$ cat src/hdl/ipv4fd_pkg.sv
// ----------------------------------------------------------------------------
// ipv4fd_pkg - shared types and constants of the IPv4 forwarding decision
// Action and drop codes, route register defaults, the work entry passed
// from the classify front end to the counter back end.
// ----------------------------------------------------------------------------
package ipv4fd_pkg;

  // Default sizes
  localparam int PORT_COUNT_DEF  = 2;
  localparam int ROUTE_COUNT_DEF = 2;
  localparam int ROUTE_SLOTS     = 2;
  localparam int RIDX_W          = 1;
  localparam int QUEUE_DEPTH     = 2;

  // Configuration port
  localparam int CFG_IDX_W  = 3;
  localparam int CFG_DATA_W = 48;

  // Register offsets inside one route group of four
  localparam logic [1:0] CFG_NET    = 2'd0;
  localparam logic [1:0] CFG_LEN    = 2'd1;
  localparam logic [1:0] CFG_EGRESS = 2'd2;
  localparam logic [1:0] CFG_MAC    = 2'd3;

  // Request kinds
  localparam logic REQ_PACKET = 1'b0;
  localparam logic REQ_READ   = 1'b1;

  // Ethertypes
  localparam logic [15:0] ETYPE_IPV4 = 16'h0800;
  localparam logic [15:0] ETYPE_MPLS = 16'h8847;

  typedef logic [1:0] action_t;
  localparam action_t ACT_FORWARD = 2'd0;
  localparam action_t ACT_DROP    = 2'd1;
  localparam action_t ACT_MPLS    = 2'd2;
  localparam action_t ACT_REPLY   = 2'd3;

  typedef logic [2:0] cause_t;
  localparam cause_t WHY_NONE     = 3'd0;
  localparam cause_t WHY_ACL      = 3'd1;
  localparam cause_t WHY_NOT_IPV4 = 3'd2;
  localparam cause_t WHY_NO_ROUTE = 3'd3;
  localparam cause_t WHY_TTL      = 3'd4;

  // Route register reset values
  localparam logic [31:0] ROUTE_NET_RST [ROUTE_SLOTS] = '{32'h0A00_0100, 32'h0A00_0200};
  localparam logic [5:0]  ROUTE_LEN_RST [ROUTE_SLOTS] = '{6'd24, 6'd24};
  localparam logic        ROUTE_EG_RST  [ROUTE_SLOTS] = '{1'b0, 1'b1};
  localparam logic [47:0] ROUTE_MAC_RST [ROUTE_SLOTS] = '{48'h0200_0000_0001,
                                                          48'h0200_0000_0002};

  // Classified request, front end to back end
  typedef struct packed {
    logic        is_read;    // counter read request
    logic        port;       // ingress / read port, saturated
    logic        egress;     // route port as reported
    logic        egress_idx; // route port, saturated, for tx counting
    action_t     action;
    cause_t      cause;
    logic [47:0] mac;
    logic [7:0]  ttl;
    logic [15:0] bytes;
  } work_t;

  // Network mask for a prefix length; lengths above 32 act as 32
  function automatic logic [31:0] prefix_mask(input logic [5:0] len);
    logic [31:0] m;
    if (len == 6'd0) begin
      m = 32'd0;
    end else if (len >= 6'd32) begin
      m = 32'hFFFF_FFFF;
    end else begin
      m = ~(32'hFFFF_FFFF >> len);
    end
    return m;
  endfunction

endpackage

$ cat src/hdl/ipv4fd_front.sv
// ----------------------------------------------------------------------------
// ipv4fd_front - request intake and classification
// Holds the route table, matches the destination against it and turns each
// accepted request into a work entry for the queue.
// ----------------------------------------------------------------------------
module ipv4fd_front #(
  parameter int PORT_COUNT  = ipv4fd_pkg::PORT_COUNT_DEF,
  parameter int ROUTE_COUNT = ipv4fd_pkg::ROUTE_COUNT_DEF
) (
  input  logic                             clk,
  input  logic                             rst_n,
  input  logic                             cfg_we,
  input  logic [ipv4fd_pkg::CFG_IDX_W-1:0]  cfg_index,
  input  logic [ipv4fd_pkg::CFG_DATA_W-1:0] cfg_data,
  input  logic                             in_valid,
  output logic                             in_ready,
  input  logic                             in_req_type,
  input  logic                             in_port_sel,
  input  logic                             in_acl_permit,
  input  logic [15:0]                      in_frame_type,
  input  logic [31:0]                      in_dest_addr,
  input  logic [7:0]                       in_hop_limit,
  input  logic [15:0]                      in_frame_bytes,
  input  logic                             q_full,
  output logic                             push,
  output ipv4fd_pkg::work_t                entry
);

  localparam int RS = ipv4fd_pkg::ROUTE_SLOTS;
  localparam int RW = ipv4fd_pkg::RIDX_W;

  // Route table
  logic [31:0] net_r [RS];
  logic [5:0]  len_r [RS];
  logic        eg_r  [RS];
  logic [47:0] mac_r [RS];

  logic [RW-1:0] cfg_slot;
  logic [1:0]    cfg_sub;

  assign cfg_slot = cfg_index[ipv4fd_pkg::CFG_IDX_W-1 -: RW];
  assign cfg_sub  = cfg_index[1:0];

  always_ff @(posedge clk) begin
    if (!rst_n) begin
      for (int i = 0; i < RS; i++) begin
        net_r[i] <= ipv4fd_pkg::ROUTE_NET_RST[i];
        len_r[i] <= ipv4fd_pkg::ROUTE_LEN_RST[i];
        eg_r[i]  <= ipv4fd_pkg::ROUTE_EG_RST[i];
        mac_r[i] <= ipv4fd_pkg::ROUTE_MAC_RST[i];
      end
    end else if (cfg_we) begin
      case (cfg_sub)
        ipv4fd_pkg::CFG_NET:    net_r[cfg_slot] <= cfg_data[31:0];
        ipv4fd_pkg::CFG_LEN:    len_r[cfg_slot] <= cfg_data[5:0];
        ipv4fd_pkg::CFG_EGRESS: eg_r[cfg_slot]  <= cfg_data[0];
        ipv4fd_pkg::CFG_MAC:    mac_r[cfg_slot] <= cfg_data[47:0];
        default: ;
      endcase
    end
  end

  // First matching route; walk backward so the lowest index wins
  logic          hit;
  logic [RW-1:0] hit_r;
  logic [31:0]   mask;

  always_comb begin
    hit   = 1'b0;
    hit_r = '0;
    mask  = '0;
    for (int r = ROUTE_COUNT - 1; r >= 0; r--) begin
      mask = ipv4fd_pkg::prefix_mask(len_r[r]);
      if ((in_dest_addr & mask) == (net_r[r] & mask)) begin
        hit   = 1'b1;
        hit_r = RW'(r);
      end
    end
  end

  // Port saturation to the configured port count
  logic port_sat;
  logic eg_sat;

  assign port_sat = (32'(in_port_sel) >= 32'(PORT_COUNT)) ? 1'(PORT_COUNT - 1) : in_port_sel;
  assign eg_sat   = (32'(eg_r[hit_r]) >= 32'(PORT_COUNT)) ? 1'(PORT_COUNT - 1)
                                                          : eg_r[hit_r];

  // Classification
  always_comb begin
    entry            = '0;
    entry.is_read    = (in_req_type == ipv4fd_pkg::REQ_READ);
    entry.port       = port_sat;
    entry.bytes      = in_frame_bytes;
    entry.egress_idx = eg_sat;
    entry.action     = ipv4fd_pkg::ACT_REPLY;
    entry.cause      = ipv4fd_pkg::WHY_NONE;
    if (in_req_type == ipv4fd_pkg::REQ_PACKET) begin
      if (!in_acl_permit) begin
        entry.action = ipv4fd_pkg::ACT_DROP;
        entry.cause  = ipv4fd_pkg::WHY_ACL;
      end else if (in_frame_type == ipv4fd_pkg::ETYPE_MPLS) begin
        entry.action = ipv4fd_pkg::ACT_MPLS;
      end else if (in_frame_type != ipv4fd_pkg::ETYPE_IPV4) begin
        entry.action = ipv4fd_pkg::ACT_DROP;
        entry.cause  = ipv4fd_pkg::WHY_NOT_IPV4;
      end else if (!hit) begin
        entry.action = ipv4fd_pkg::ACT_DROP;
        entry.cause  = ipv4fd_pkg::WHY_NO_ROUTE;
      end else if (in_hop_limit <= 8'd1) begin
        entry.action = ipv4fd_pkg::ACT_DROP;
        entry.cause  = ipv4fd_pkg::WHY_TTL;
      end else begin
        entry.action = ipv4fd_pkg::ACT_FORWARD;
        entry.egress = eg_r[hit_r];
        entry.mac    = mac_r[hit_r];
        entry.ttl    = in_hop_limit - 8'd1;
      end
    end
  end

  // Handshake
  assign in_ready = !q_full;
  assign push     = in_valid && !q_full;

endmodule

$ cat src/hdl/ipv4fd_queue.sv
// ----------------------------------------------------------------------------
// ipv4fd_queue - short work queue
// Register-based FIFO between classification and counting, so either side
// can stall without blocking the other until the queue is full or empty.
// ----------------------------------------------------------------------------
module ipv4fd_queue #(
  parameter int DEPTH = ipv4fd_pkg::QUEUE_DEPTH
) (
  input  logic              clk,
  input  logic              rst_n,
  input  logic              push,
  input  ipv4fd_pkg::work_t wr_entry,
  input  logic              pop,
  output logic              full,
  output logic              not_empty,
  output ipv4fd_pkg::work_t head
);

  localparam int PTR_W = (DEPTH > 1) ? $clog2(DEPTH) : 1;
  localparam int CNT_W = $clog2(DEPTH + 1);

  ipv4fd_pkg::work_t mem_r [DEPTH];
  logic [PTR_W-1:0]  wr_ptr_r, rd_ptr_r;
  logic [CNT_W-1:0]  count_r, count_nxt;

  assign full      = (count_r == CNT_W'(DEPTH));
  assign not_empty = (count_r != '0);
  assign head      = mem_r[rd_ptr_r];

  // Entry storage
  always_ff @(posedge clk) begin
    if (push) begin
      mem_r[wr_ptr_r] <= wr_entry;
    end
  end

  // Occupancy
  always_comb begin
    count_nxt = count_r;
    if (push && !pop) begin
      count_nxt = count_r + CNT_W'(1);
    end else if (pop && !push) begin
      count_nxt = count_r - CNT_W'(1);
    end
  end

  always_ff @(posedge clk) begin
    if (!rst_n) begin
      wr_ptr_r <= '0;
      rd_ptr_r <= '0;
      count_r  <= '0;
    end else begin
      count_r <= count_nxt;
      if (push) begin
        wr_ptr_r <= (wr_ptr_r == PTR_W'(DEPTH - 1)) ? '0 : wr_ptr_r + PTR_W'(1);
      end
      if (pop) begin
        rd_ptr_r <= (rd_ptr_r == PTR_W'(DEPTH - 1)) ? '0 : rd_ptr_r + PTR_W'(1);
      end
    end
  end

  // Checks
  a_no_overflow: assert property (@(posedge clk) disable iff (!rst_n)
    push |-> (!full || pop))
    else $error("queue written while full");

  a_count_bound: assert property (@(posedge clk) disable iff (!rst_n)
    count_r <= CNT_W'(DEPTH))
    else $error("queue count out of range");

endmodule

$ cat src/hdl/ipv4fd_back.sv
// ----------------------------------------------------------------------------
// ipv4fd_back - counter update and result register
// Takes work entries in order, updates the per-port counters and registers
// the result together with the counters of the named port.
// ----------------------------------------------------------------------------
module ipv4fd_back #(
  parameter int PORT_COUNT = ipv4fd_pkg::PORT_COUNT_DEF
) (
  input  logic                clk,
  input  logic                rst_n,
  input  logic                q_not_empty,
  input  ipv4fd_pkg::work_t   head,
  output logic                pop,
  output logic                out_valid,
  input  logic                out_ready,
  output ipv4fd_pkg::action_t out_action,
  output ipv4fd_pkg::cause_t  out_drop_cause,
  output logic                out_egress_port,
  output logic [47:0]         out_nh_mac,
  output logic [7:0]          out_ttl_out,
  output logic [63:0]         out_rx_count,
  output logic [63:0]         out_rx_byte_count,
  output logic [63:0]         out_tx_count,
  output logic [63:0]         out_drop_count
);

  localparam int PIDX_W = (PORT_COUNT > 1) ? $clog2(PORT_COUNT) : 1;

  // Per-port counters
  logic [PORT_COUNT-1:0][63:0] rx_pkt_r,  rx_pkt_nxt;
  logic [PORT_COUNT-1:0][63:0] rx_byte_r, rx_byte_nxt;
  logic [PORT_COUNT-1:0][63:0] tx_pkt_r,  tx_pkt_nxt;
  logic [PORT_COUNT-1:0][63:0] drop_r,    drop_nxt;

  logic              out_valid_r;
  ipv4fd_pkg::work_t res_r;
  logic [63:0]       rx_cnt_r, rx_byte_cnt_r, tx_cnt_r, drop_cnt_r;

  logic [PIDX_W-1:0] p, e;

  assign p   = PIDX_W'(head.port);
  assign e   = PIDX_W'(head.egress_idx);
  assign pop = q_not_empty && (!out_valid_r || out_ready);

  // Counter next values
  always_comb begin
    rx_pkt_nxt  = rx_pkt_r;
    rx_byte_nxt = rx_byte_r;
    tx_pkt_nxt  = tx_pkt_r;
    drop_nxt    = drop_r;
    if (pop && !head.is_read) begin
      rx_pkt_nxt[p]  = rx_pkt_r[p] + 64'd1;
      rx_byte_nxt[p] = rx_byte_r[p] + 64'(head.bytes);
      if (head.action == ipv4fd_pkg::ACT_DROP) begin
        drop_nxt[p] = drop_r[p] + 64'd1;
      end
      if (head.action == ipv4fd_pkg::ACT_FORWARD) begin
        tx_pkt_nxt[e] = tx_pkt_r[e] + 64'd1;
      end
    end
  end

  always_ff @(posedge clk) begin
    if (!rst_n) begin
      rx_pkt_r  <= '0;
      rx_byte_r <= '0;
      tx_pkt_r  <= '0;
      drop_r    <= '0;
    end else begin
      rx_pkt_r  <= rx_pkt_nxt;
      rx_byte_r <= rx_byte_nxt;
      tx_pkt_r  <= tx_pkt_nxt;
      drop_r    <= drop_nxt;
    end
  end

  // Result register
  always_ff @(posedge clk) begin
    if (!rst_n) begin
      out_valid_r <= 1'b0;
    end else if (pop) begin
      out_valid_r <= 1'b1;
    end else if (out_ready) begin
      out_valid_r <= 1'b0;
    end
  end

  always_ff @(posedge clk) begin
    if (pop) begin
      res_r         <= head;
      rx_cnt_r      <= rx_pkt_nxt[p];
      rx_byte_cnt_r <= rx_byte_nxt[p];
      tx_cnt_r      <= tx_pkt_nxt[p];
      drop_cnt_r    <= drop_nxt[p];
    end
  end

  assign out_valid         = out_valid_r;
  assign out_action        = res_r.action;
  assign out_drop_cause    = res_r.cause;
  assign out_egress_port   = res_r.egress;
  assign out_nh_mac        = res_r.mac;
  assign out_ttl_out       = res_r.ttl;
  assign out_rx_count      = rx_cnt_r;
  assign out_rx_byte_count = rx_byte_cnt_r;
  assign out_tx_count      = tx_cnt_r;
  assign out_drop_count    = drop_cnt_r;

  // Checks
  a_read_keeps_counters: assert property (@(posedge clk) disable iff (!rst_n)
    (pop && head.is_read) |=> ($stable(rx_pkt_r) && $stable(rx_byte_r)
                               && $stable(tx_pkt_r) && $stable(drop_r)))
    else $error("counter read changed a counter");

  a_forward_ttl: assert property (@(posedge clk) disable iff (!rst_n)
    (out_valid_r && out_action == ipv4fd_pkg::ACT_FORWARD) |-> (out_ttl_out != 8'd0))
    else $error("forwarded packet with zero ttl");

  a_drop_has_cause: assert property (@(posedge clk) disable iff (!rst_n)
    (out_valid_r && out_action == ipv4fd_pkg::ACT_DROP)
      |-> (out_drop_cause != ipv4fd_pkg::WHY_NONE))
    else $error("drop without cause");

endmodule

$ cat src/hdl/ipv4_forwarding_decision_top.sv
// ----------------------------------------------------------------------------
// ipv4_forwarding_decision_top - IPv4 forwarding decision
// Routes parsed packet headers by prefix, checks ACL verdict and TTL, keeps
// per-port 64-bit packet, byte, transmit and drop counters.
//
//   channel  | handshake            | contents
//   ---------+----------------------+--------------------------------------
//   in_      | in_valid / in_ready  | header or counter-read request
//   out_     | out_valid / out_ready| action, cause, route data, counters
//   cfg_     | cfg_we               | route table write, index + data
//
// One request per cycle sustained while out_ready holds high; a request is
// classified into the queue when accepted, then the counter update loads the
// result reg from the queue head, and out_valid rises with that load.
// Counter updates are 64-bit adds in the back end.
// A two-entry queue decouples intake from a stalled result port.
// Reset (synchronous, rst_n low) clears counters and loads default routes.
// ----------------------------------------------------------------------------
module ipv4_forwarding_decision_top #(
  parameter int PORT_COUNT  = ipv4fd_pkg::PORT_COUNT_DEF,
  parameter int ROUTE_COUNT = ipv4fd_pkg::ROUTE_COUNT_DEF
) (
  input  logic                             clk,
  input  logic                             rst_n,
  input  logic                             cfg_we,
  input  logic [ipv4fd_pkg::CFG_IDX_W-1:0]  cfg_index,
  input  logic [ipv4fd_pkg::CFG_DATA_W-1:0] cfg_data,
  input  logic                             in_valid,
  output logic                             in_ready,
  input  logic                             in_req_type,
  input  logic                             in_port_sel,
  input  logic                             in_acl_permit,
  input  logic [15:0]                      in_frame_type,
  input  logic [31:0]                      in_dest_addr,
  input  logic [7:0]                       in_hop_limit,
  input  logic [15:0]                      in_frame_bytes,
  output logic                             out_valid,
  input  logic                             out_ready,
  output logic [1:0]                       out_action,
  output logic [2:0]                       out_drop_cause,
  output logic                             out_egress_port,
  output logic [47:0]                      out_nh_mac,
  output logic [7:0]                       out_ttl_out,
  output logic [63:0]                      out_rx_count,
  output logic [63:0]                      out_rx_byte_count,
  output logic [63:0]                      out_tx_count,
  output logic [63:0]                      out_drop_count
);

  ipv4fd_pkg::work_t wr_entry, head;
  logic              push, pop, q_full, q_not_empty;

  // Intake and classification
  ipv4fd_front #(
    .PORT_COUNT  (PORT_COUNT),
    .ROUTE_COUNT (ROUTE_COUNT)
  ) u_front (
    .clk            (clk),
    .rst_n          (rst_n),
    .cfg_we         (cfg_we),
    .cfg_index      (cfg_index),
    .cfg_data       (cfg_data),
    .in_valid       (in_valid),
    .in_ready       (in_ready),
    .in_req_type    (in_req_type),
    .in_port_sel    (in_port_sel),
    .in_acl_permit  (in_acl_permit),
    .in_frame_type  (in_frame_type),
    .in_dest_addr   (in_dest_addr),
    .in_hop_limit   (in_hop_limit),
    .in_frame_bytes (in_frame_bytes),
    .q_full         (q_full),
    .push           (push),
    .entry          (wr_entry)
  );

  // Work queue
  ipv4fd_queue #(
    .DEPTH (ipv4fd_pkg::QUEUE_DEPTH)
  ) u_queue (
    .clk       (clk),
    .rst_n     (rst_n),
    .push      (push),
    .wr_entry  (wr_entry),
    .pop       (pop),
    .full      (q_full),
    .not_empty (q_not_empty),
    .head      (head)
  );

  // Counters and result
  ipv4fd_back #(
    .PORT_COUNT (PORT_COUNT)
  ) u_back (
    .clk               (clk),
    .rst_n             (rst_n),
    .q_not_empty       (q_not_empty),
    .head              (head),
    .pop               (pop),
    .out_valid         (out_valid),
    .out_ready         (out_ready),
    .out_action        (out_action),
    .out_drop_cause    (out_drop_cause),
    .out_egress_port   (out_egress_port),
    .out_nh_mac        (out_nh_mac),
    .out_ttl_out       (out_ttl_out),
    .out_rx_count      (out_rx_count),
    .out_rx_byte_count (out_rx_byte_count),
    .out_tx_count      (out_tx_count),
    .out_drop_count    (out_drop_count)
  );

endmodule
$ cat config.mk
export PLATFORM = sky130hd
export DESIGN_NAME = ipv4_forwarding_decision_top
export DESIGN_NICKNAME = d
export VERILOG_FILES = /design/src/hdl/ipv4fd_pkg.sv /design/src/hdl/ipv4fd_front.sv /design/src/hdl/ipv4fd_queue.sv /design/src/hdl/ipv4fd_back.sv /design/src/hdl/ipv4_forwarding_decision_top.sv
export SDC_FILE = /design/constraint.sdc
export NUM_CORES = 2
export LEC_CHECK = 0
export BUFFER_PORTS_ARGS = -buffer_cell sky130_fd_sc_hd__clkbuf_2
export CORE_MARGIN = 10
export CORE_UTILIZATION = 30
export CTS_BUF_LIST = sky130_fd_sc_hd__clkbuf_8
export CTS_CLUSTER_DIAMETER = 40
export CTS_CLUSTER_SIZE = 16
export DETAILED_ROUTE_END_ITERATION = 12
export GPL_ROUTABILITY_DRIVEN = 1
export PLACE_DENSITY = 0.43
export REMOVE_ABC_BUFFERS = 1
export SYNTH_ARGS = -nofsm -noshare
export SYNTH_HDL_FRONTEND = slang
export SYNTH_SLANG_ARGS = --single-unit
$ cat constraint.sdc
create_clock -name clk -period 10.1 [get_ports clk]
set_clock_uncertainty 0.15 [all_clocks]
set_input_delay 1.01 -clock clk [delete_from_list [all_inputs] [get_ports clk]]
set_output_delay 1.01 -clock clk [all_outputs]
set_load 0.02 [all_outputs]
==> out/results.tsv <==
metric	value	unit
max-vdd-ir-drop	0.128	mV
fin_nets	6024	
timing.fmax	170	MHz
mostFrequentLayoutCells	nor2_1, edfxtp_1, dfxtp_1	
crit_chain	buf_4 -> mux2i_4 -> buf_12 -> buf_4 -> and3_1 -> o221ai_1 -> nor3_1 -> nand4_1 -> nor4_1 -> xnor2_1 -> nor2_1	
syn_to_final_growth	18.7	%
overflow	0	
synth_cell_types	97	
first_global_vias	42100	
synth_flop_cell	edfxtp_1	
synthCells	5388	
grt_pass1_wl	274000	um
slew_viol_final	0	
die-area	204000	sq um
synth_area_leaders	edfxtp_1, dfxtp_1, mux2i_1	
finalCritPeriodShare	0.584	
core_region_area	185000	sq um
drt-total-wl	182000	um
post-synth-top-area-fraction	0.352	
slowest_stage	dfxtp_4	
dieHeight	451	um
status	completed	
worst_slack	4.20	ns
max_cap_violations	0	
clockBufferDepth	3	
layout_commonest_cell	nor2_1	
rsz0062_at_grt	no	
yosysSeqAreaShare	0.538	
via_per_inst	4.87	
num_io_pins	451	
slowest_delay	0.77	ns
min_period	5.90	ns
final_hold_viol_count	0	
grt.total_usage	0.173	
cts_sinks	1172	
gp_congestion	0.811	
root_buffer	clkbuf_8	
critical-path-top-delay-family	simple AND/OR/NAND/NOR gates	
crit_path_end_kind	flop	
critPathArrivalTime	6.58	ns
power_density	232	nW/um^2
multiInputGateArea	24600	sq um
antenna_found_initial	16	
final-setup-viol-count	0	
total_leakage_power	23.1	nW
routedWlPerCell	21.2	um
timing.hold.ws	0.168	ns
initial_utilization	0.301	
crit_top_cell	buf_4	
port_buffers	450	
place_hpwl	122000	um
htreeDepth	4	
critPathMaxFanout	99	
async_flop_share	0	
cts_buffers	226	
worst-path-buf-inv	3	
die_w	451	um
synth_edf_count	653	
cts_resized	0	
cts_tree	built	
drc_errors	0	
avgSynthCellArea	10.3	sq um
grt_max_degree	120	
dp_worst_setup_slack	4.06	ns
syn_area	55800	sq um
start_kind	flop	
layout-drive-gt1-share	0.183	
yosysWarnings	0	
placementRows	158	
hold_path.startpoint	cfg_data[40]	
tightest_slew	1.10	ns
required	10.78	ns
worst-setup-path-type	flop to flop	
dr.pass1.iters	6	
drtIter0Drc	2576	
ant_nets	0	
hold_path_class	input pin to flop	
ys_ff_latch	1172	
clock_latency	0.98	ns
clk_pin_slew_worst_paths	0.07	ns
yosys.area.top_type	edfxtp_1	
final.fill_count	18800	
vias	41700	
slew_headroom	0.261	
seqCellArea	30000	sq um
==> timing repair <==
action	in CTS	in global routing
hold buffers	16	0
hold endpoints to repair	32	0
setup buffers	0	0
==> per-stage QoR <==
stage          std cells  TNS [ns]  utilization  area (sq um)  total power [W]
3_5_place_dp        8105         0        0.328         60700           0.0101
2_1_floorplan       5106   -832.29            -         54600          0.00868
6_report            8559         0        0.358         66200           0.0153
3_3_place_gp        8105         0        0.328         60700           0.0101
4_1_cts             8552         0        0.357         66100           0.0157
5_1_grt             8558         0        0.358         66200           0.0161
==> where the power goes <==
| part | switching, W | total, W | internal, W |
|---|---|---|---|
| sequential | 0.000340 | 0.00631 | 0.00596 |
| combinational | 0.00261 | 0.00353 | 0.000918 |
| clock | 0.00249 | 0.00550 | 0.00301 |
| total | 0.00544 | 0.0153 | 0.00990 |
==> metal layers <==
layer	global-route usage	part of all wire	wire, um
met4	0.0518	0.027	4820
met1	0.223	0.44	80600
met5	0	0.00029	52
met2	0.295	0.49	88500
met3	0.0311	0.043	7770
==> worst paths after layout <==
check,cells past startpoint,slack [ns],endpoint
worst max-delay path,11,4.20,u_back.rx_pkt_r[61]
worst min-delay path,2,0.17,u_front.mac_r[0][40]
worst max register to register,11,4.20,u_back.rx_pkt_r[61]
worst min register to register,2,0.30,u_back.rx_pkt_r[58]
==> Yosys cell counts (10+ instances only) <==
cell type  instances
buf_6             10
a31oi_1           22
a21o_1            26
buf_1             23
o21a_1            11
edfxtp_1         653
nor2_1           793
nand2b_1          32
and2_1           184
buf_2             38
dfxtp_1          519
or3_1             84
or2_2             16
a21oi_1          161
or4_1             23
ha_1              22
nand4_1          122
nand3_1          253
nor3_1           125
nor4_2            10
mux2_2           105
inv_1             34
nor4_1            65
o211ai_1          15
o21bai_1          10
o31ai_1           12
mux2i_1          300
nand2_1          506
clkbuf_1         206
xor2_1           311
o21ai_0          112
and4_1            12
and3_1            53
xnor2_1          323
a211oi_1          13
==> sequential cells by signal (all words and copies together) (netlist names), 8 cells and up, named ones only <==
| register | flops |
|---|---|
| u_queue.mem_r | 162 |
| u_back.drop_r | 128 |
| u_back.rx_byte_r | 128 |
| u_back.rx_pkt_r | 128 |
| u_back.tx_pkt_r | 128 |
| u_front.mac_r | 96 |
| u_back.out_drop_count | 64 |
| u_back.out_rx_byte_count | 64 |
| u_back.out_rx_count | 64 |
| u_back.out_tx_count | 64 |
| u_front.net_r | 64 |
| u_back.out_nh_mac | 48 |
| u_front.len_r | 12 |
| u_back.out_ttl_out | 8 |
==> cell type report <==
type / instances / area share
diodes: 6 / 0.000227
inverters: 35 / 0.00210
clock inverters: 197 / 0.0318
flip-flops and latches: 1172 / 0.453
multi-input cells: 3899 / 0.372
repair buffers: 536 / 0.0448
clock buffers: 234 / 0.0487
well taps: 2480 / 0.0469
==> cells by family after synthesis <==
family                     Yosys count  synth area share
buffers and inverters              317            0.0239
and+or+nand+nor                   2342             0.201
AOI/OAI and AO/OA                  492            0.0562
adders and majority gates           23           0.00530
xor gates and xnor gates           634            0.0996
DFF                               1172             0.538
muxes                              408            0.0758
(Power assumes the default switching activity.)
